==> src/rtl/core/bscl_cdiv.sv <==
// ----------------------------------------------------------------------------
// Constant divider
// Three-stage floor division by a constant: reciprocal multiply, remainder,
// and one correction step. Gives quotient and remainder.
// ----------------------------------------------------------------------------
module bscl_cdiv #(
  parameter int NW = 17,
  parameter int D  = 100
) (
  input  logic                                clk,
  input  logic [NW-1:0]                       num,
  output logic [NW-$clog2(D):0]               quo,
  output logic [((D > 1) ? $clog2(D) : 1)-1:0] rem
);

  localparam int CLD = $clog2(D);
  localparam int S   = NW + CLD;
  localparam int QW  = NW + 1 - CLD;
  localparam int RW  = (D > 1) ? CLD : 1;
  localparam int PW  = 2 * NW + 1;
  localparam logic [S:0]  ONE_S = (S + 1)'(1) << S;
  localparam logic [S:0]  MFULL = ONE_S / (S + 1)'(D);
  localparam logic [NW:0] M     = MFULL[NW:0];

  logic [NW-1:0] n1;
  logic [PW-1:0] prod1;
  logic [QW-1:0] q_est;
  logic [NW-1:0] diff;
  logic [QW-1:0] q2;
  logic [CLD:0]  r2;

  assign q_est = prod1[PW-1:S];
  assign diff  = n1 - NW'(32'(q_est) * D);

  always_ff @(posedge clk) begin
    n1    <= num;
    prod1 <= PW'(num) * PW'(M);
    q2    <= q_est;
    r2    <= diff[CLD:0];
    if (32'(r2) >= D) begin
      quo <= q2 + 1'b1;
      rem <= RW'(32'(r2) - D);
    end else begin
      quo <= q2;
      rem <= RW'(r2);
    end
  end

endmodule

==> config.mk <==
export PLATFORM = sky130hd
export DESIGN_NAME = bscl_cdiv
export DESIGN_NICKNAME = d
export VERILOG_FILES = /design/src/rtl/core/bscl_cdiv.sv
export SDC_FILE = /design/constraint.sdc
export NUM_CORES = 1
export LEC_CHECK = 0
export BUFFER_PORTS_ARGS = -buffer_cell sky130_fd_sc_hd__buf_2
export CORE_ASPECT_RATIO = 0.6
export CORE_MARGIN = 5
export CORE_UTILIZATION = 56
export DETAILED_ROUTE_END_ITERATION = 10
export GPL_TIMING_DRIVEN = 0
export HOLD_SLACK_MARGIN = 0.02
export PLACE_DENSITY_LB_ADDON = 0.08
export SLEW_MARGIN = 20
export SYNTH_ARGS = -nofsm -noshare
export SYNTH_HDL_FRONTEND = slang
export SYNTH_SLANG_ARGS = --single-unit
==> constraint.sdc <==
create_clock -name clk -period 8.9 [get_ports clk]
set_clock_uncertainty 0.1 [all_clocks]
set_input_delay 0.445 -clock clk [delete_from_list [all_inputs] [get_ports clk]]
set_output_delay 0.445 -clock clk [all_outputs]
set_load 0.01 [all_outputs]
==> impl_metrics.toml, run 1 <==
[flow_run]
cap_violations = 0

[synthesis]
yosysWarnings = 0
ys_async_sr_fraction_pct = 0
synth_area_um2 = 7290
yosysSeqAreaShare_pct = 15.4
synthCells = 737
ys_types = 41
ys_ff_latch = 56
syn_area_per_cell_um2 = 9.89
synthFlopType = "dfxtp_1"
synth_edf_count = 0
synth_nets = 1026

[floorplan]
dieArea_um2 = 15500
row_count = 32
start_util_pct = 56.9
dieHeight_um = 98.4
ios = 36
die_w_um = 157
coreArea_um2 = 12800

[worst_setup_path]
cpPeakStageDelay_ps = 550
path_buf_inv = 7
crit_chain = "buf_2 > inv_1 > fa_1 > inv_1 > ha_1 > inv_1 > fa_1 > inv_1 > fa_1 > fa_1 > inv_1 > fa_1 > inv_1 > ha_1 > a211o_1 > a221o_1 > a31oi_2 > o211ai_2 > a31oi_4 > nand4b_1 > nand4_1"
crit_slowest_cell = "fa_1"
critical_path.top_delay_family = "adder cells"
cp.required_ps = 8910
worst-setup-path-type = "in2reg"
cp_max_fo = 7
critPathArrivalTime_ps = 5970
worstSetupStartpointType = "input pin"
crit_path_frequent_cell = "inv_1"
cp-end-kind = "flop"

[timing]
post-route-period-util_pct = 66.9
setup_viol = 0
drv_slew = 0
worst_slew_pin_slew_ps = 519
hold_viol = 0
max_slew_margin_pct = 65.2
fin_crit_ps = 5960
timing.final.ws_setup_ps = 2940
max_freq_mhz = 168
setup_tns_ps = 0
rsz0062_at_grt = "no"

[final_layout]
final_common_cell = "inv_1"
post-route-cell-area_um2 = 7870
final_cells = 950
antenna-diode-count = 0
finish.net_count = 1068
final_cell_mix = "235 x inv_1, 163 x ha_1, 108 x fa_1, 56 x dfxtp_1, 35 x buf_2"
drive_above_1_share_pct = 6.67
area_delta_synth_final_pct = 7.98

[global_route]
grt_pass1_vias = 5065
gr-total-overflow = 0
grt_pass1_wl_um = 25200
grt_use_total_pct = 20.5
grt_max_degree = 19
antenna_found_initial = 0

[hold_path]
hold_path.class = "reg2reg"

[placed_design]
place_inst = 942
place_ws_ps = 2680
gp_congestion = 0.896
place_hpwl_um = 13000
placed_area_um2 = 7680
port_buffers = 35

[routing]
routed_wl_um = 14700
num_vias = 4753
dr.pass1.iters = 4
ant_nets = 0
via_per_inst = 5.00
routedWlPerCell_um = 15.5
drt_iter0_markers = 215
post-route-drc-count = 0

[cts]
ctsHoldBuffers = 0
clkLatencyLatePin_ps = 290
post_cts_buffers = 0
clkSlewWorstSetupHoldPaths_ps = 70
htree_levels = 2
clock_path_buffers = 2
cts.sinks = 56
cts_tree = "built"
cts_root_buf = "clkbuf_16"
cts_buffers = 5
ctsResizeCount = 0

[status]
outcome = "complete, no violations"
[metrics by stage]
stage | utilization [%] | hold WS [ps]
CTS | 61.4 | 227
global placement | 59.9 | 213
floorplan | - | 210
finish | 61.4 | 222
detailed placement | 59.9 | 216
global route | 61.4 | 227
[final cells by class]
cell class	instances	area, um2
Sequential cell	56	1120
Tap cell	170	213
Fill cell	1120	4940
Inverter	235	882
Timing Repair Buffer	35	175
Buffer	3	11.3
Multi-Input combinational cell	443	5270
Clock buffer	5	125
Clock inverter	3	68.8
[sequential cells by signal, summed over array words and instances, names as in the netlist]
| register | count |
|---|---|
| n1 | 8 |
| prod1 | 11 |
| quo | 11 |
| q2 | 11 |
| rem | 7 |
| r2 | 8 |
[Yosys cell counts, drive strengths merged, types with 5 or more instances]
| library cell | number | area (um2) |
|---|---|---|
| a21oi | 23 | 115 |
| dfxtp | 56 | 1120 |
| fa | 108 | 2160 |
| ha | 163 | 2040 |
| inv | 235 | 882 |
| nand2 | 26 | 97.6 |
| nand3 | 6 | 30.0 |
| nand4 | 5 | 31.3 |
| nor2 | 17 | 63.8 |
| nor3 | 5 | 25.0 |
| o21ai | 18 | 90.1 |
| xnor2 | 28 | 245 |
| xor2 | 5 | 43.8 |
[layer usage]
metal	GRT usage, %	up-vias	wire length (um)
li1	-	2356	-
met4	2.71	0	160
met2	30.6	107	6290
met1	32.5	2270	7460
met5	0	-	0
met3	2.57	20	795
[worst reg2reg max path: cells and delay by family, from the launching register on]
family,cells,cell delay (ps)
fa+ha+maj,4,1110
compound gates,1,180
flops,1,400
buf+inv,1,40
xor+xnor,1,140
[path summary, 6_finish.rpt]
path,slack (ps),startpoint,endpoint,cells after the start
max,2940,num[10],prod1[29],21
min,220,n1[0],r2[0],0
max reg2reg,6850,prod1[25],r2[7],7
min reg2reg,220,n1[0],r2[0],0
[kinds of logic after synthesis]
| group | share of synthesized area [%] |
|---|---|
| AO/OA/AOI/OAI | 6.16 |
| XOR/XNOR | 3.97 |
| adder cells (fa/ha/maj) | 57.6 |
| buffers and inverters | 12.3 |
| flip-flops | 15.4 |
| AND/OR/NAND/NOR | 4.58 |
Power of run 1 is not shown: default switching activity piles up to over one toggle a cycle in this logic, so the estimate is an artifact.
==> run 2, diff against run 1 <==
==> constraint.sdc (replaced) <==
create_clock -name clk -period 5.4 [get_ports clk]
set_clock_uncertainty 0.1 [all_clocks]
set_input_delay 0.27 -clock clk [delete_from_list [all_inputs] [get_ports clk]]
set_output_delay 0.27 -clock clk [all_outputs]
set_load 0.01 [all_outputs]
==> run 2 against run 1 <==
Net effect:
- sequential share of layout area is 0.58 points lower
- utilization up 2.6 points
- setup slack got worse by 2900 ps
- die area unchanged
- global-route usage is 0.13 points higher
- register-to-register slack worse by 3500 ps
- via count rose by 1.3%
- wire length increased by 2.2%
==> impl_metrics.toml, run 2 (same netlist as run 1, synthesis figures left out) <==
[final_layout]
final_cells = 960
top_regs = "prod1: 11 flops, q2: 11 flops, quo: 11 flops"
area_delta_synth_final_pct = 12.6
drive_above_1_share_pct = 10.9
finish.net_count = 1078
antenna-diode-count = 0
final_common_cell = "inv_1"
final_cell_mix = "227 x inv_1, 153 x ha_1, 107 x fa_1, 56 x dfxtp_1, 28 x xnor2_1"
fin_util_pct = 64.0

[cts]
htree_levels = 2
cts_buffers = 5
cts.sinks = 56
clock_path_buffers = 2
clkSlewWorstSetupHoldPaths_ps = 70
ctsHoldBuffers = 0
cts_root_buf = "clkbuf_16"
cts_tree = "built"
clkLatencyLatePin_ps = 290

[worst_setup_path]
cp_max_fo = 8
crit_chain = "buf_4 > fa_1 > ha_4 > fa_1 > fa_1 > fa_1 > inv_1 > fa_1 > inv_1 > ha_1 > and4_4 > a221o_1 > a31oi_4 > o211ai_2 > a31oi_4 > nand4b_1 > nand4_1"
ff2ff_path_depth = 7
worst-setup-path-type = "in2reg"
cpPeakStageDelay_ps = 560
crit_slowest_cell = "fa_1"
cp.required_ps = 5400
worstSetupStartpointType = "input pin"
cp-end-kind = "flop"
critPathArrivalTime_ps = 5310
crit_path_frequent_cell = "fa_1"

[routing]
routed_wl_um = 15000
drt_iter0_markers = 191
dr.pass1.iters = 5
routedWlPerCell_um = 15.7
ant_nets = 0
num_vias = 4813
via_per_inst = 5.01
post-route-drc-count = 0

[timing]
timing.final.ws_setup_ps = 86.9
post-route-period-util_pct = 98.4
holdWs_ps = 79.2
fin_crit_ps = 5310
max_slew_margin_pct = 65.2
worst_slew_pin_slew_ps = 519
setup_viol = 0
drv_slew = 0
hold_viol = 0
max_freq_mhz = 188

[floorplan]
coreArea_um2 = 12800
row_count = 32
ios = 36
dieArea_um2 = 15500
dieHeight_um = 98.4
start_util_pct = 56.9
die_w_um = 157

[global_route]
grt_pass1_wl_um = 25400
grt_pass1_vias = 5087
grt_max_degree = 19
gr-total-overflow = 0
antenna_found_initial = 0
grt_use_total_pct = 20.6

[status]
outcome = "complete, no violations"

[placed_design]
place_ws_ps = -648
place_hpwl_um = 13000
gp_congestion = 0.896
port_buffers = 35
place_inst = 942

[hold_path]
min_path_cells = 1
hold_path.class = "in2reg"

[flow_run]
cap_violations = 0
==> run 2: through the flow <==
step           instance area [um2]  TNS, ps
2_1_floorplan                 7290        0
3_3_place_gp                  7680    -4090
3_5_place_dp                  7680    -4330
4_1_cts                       7960        0
5_1_grt                       8210    -10.7
6_report                      8210        0
==> run 2: cell type report <==
class	count	area [um2]
multi-input combinational	443	5440
tap	170	213
timing repair buffer	45	334
clock inverter	3	68.8
sequential	56	1120
clock buffer	5	125
fill	1081	4610
inverter	235	896
buffer	3	11.3
==> run 2: worst paths after layout <==
path	start	to	slack [ps]
setup / recovery	num[8]	prod1[29]	90
hold / removal	num[6]	n1[6]	80
setup reg to reg	prod1[25]	r2[7]	3350
hold reg to reg	n1[0]	r2[0]	220
==> run 2: routing by layer <==
metal / track usage (%) / wire [um] / vias up
li1: - / - / 2378
met2: 31.0 / 6440 / 98
met3: 2.44 / 596 / 19
met5: 0 / 0 / -
met4: 2.71 / 167 / 0
met1: 32.7 / 7830 / 2318
==> run 2: timing repair <==
| action | CTS | global route |
|---|---|---|
| setup endpoints to repair | 8 | 8 |
| resized for setup | 19 | 41 |
| hold endpoints to repair | 0 | 0 |
| setup buffers | 4 | 6 |
| pin swaps | 4 | 17 |
| gates cloned | 0 | 0 |
==> run 2: worst max-delay path, delay by kind of cell <==
family | cells | cell delay, ps
AND/OR/NAND/NOR | 3 | 540
buffers and inverters | 3 | 280
AO/OA/AOI/OAI | 4 | 1000
adder cells (fa/ha/maj) | 7 | 3200
Power of run 2 is left out for the same reason.
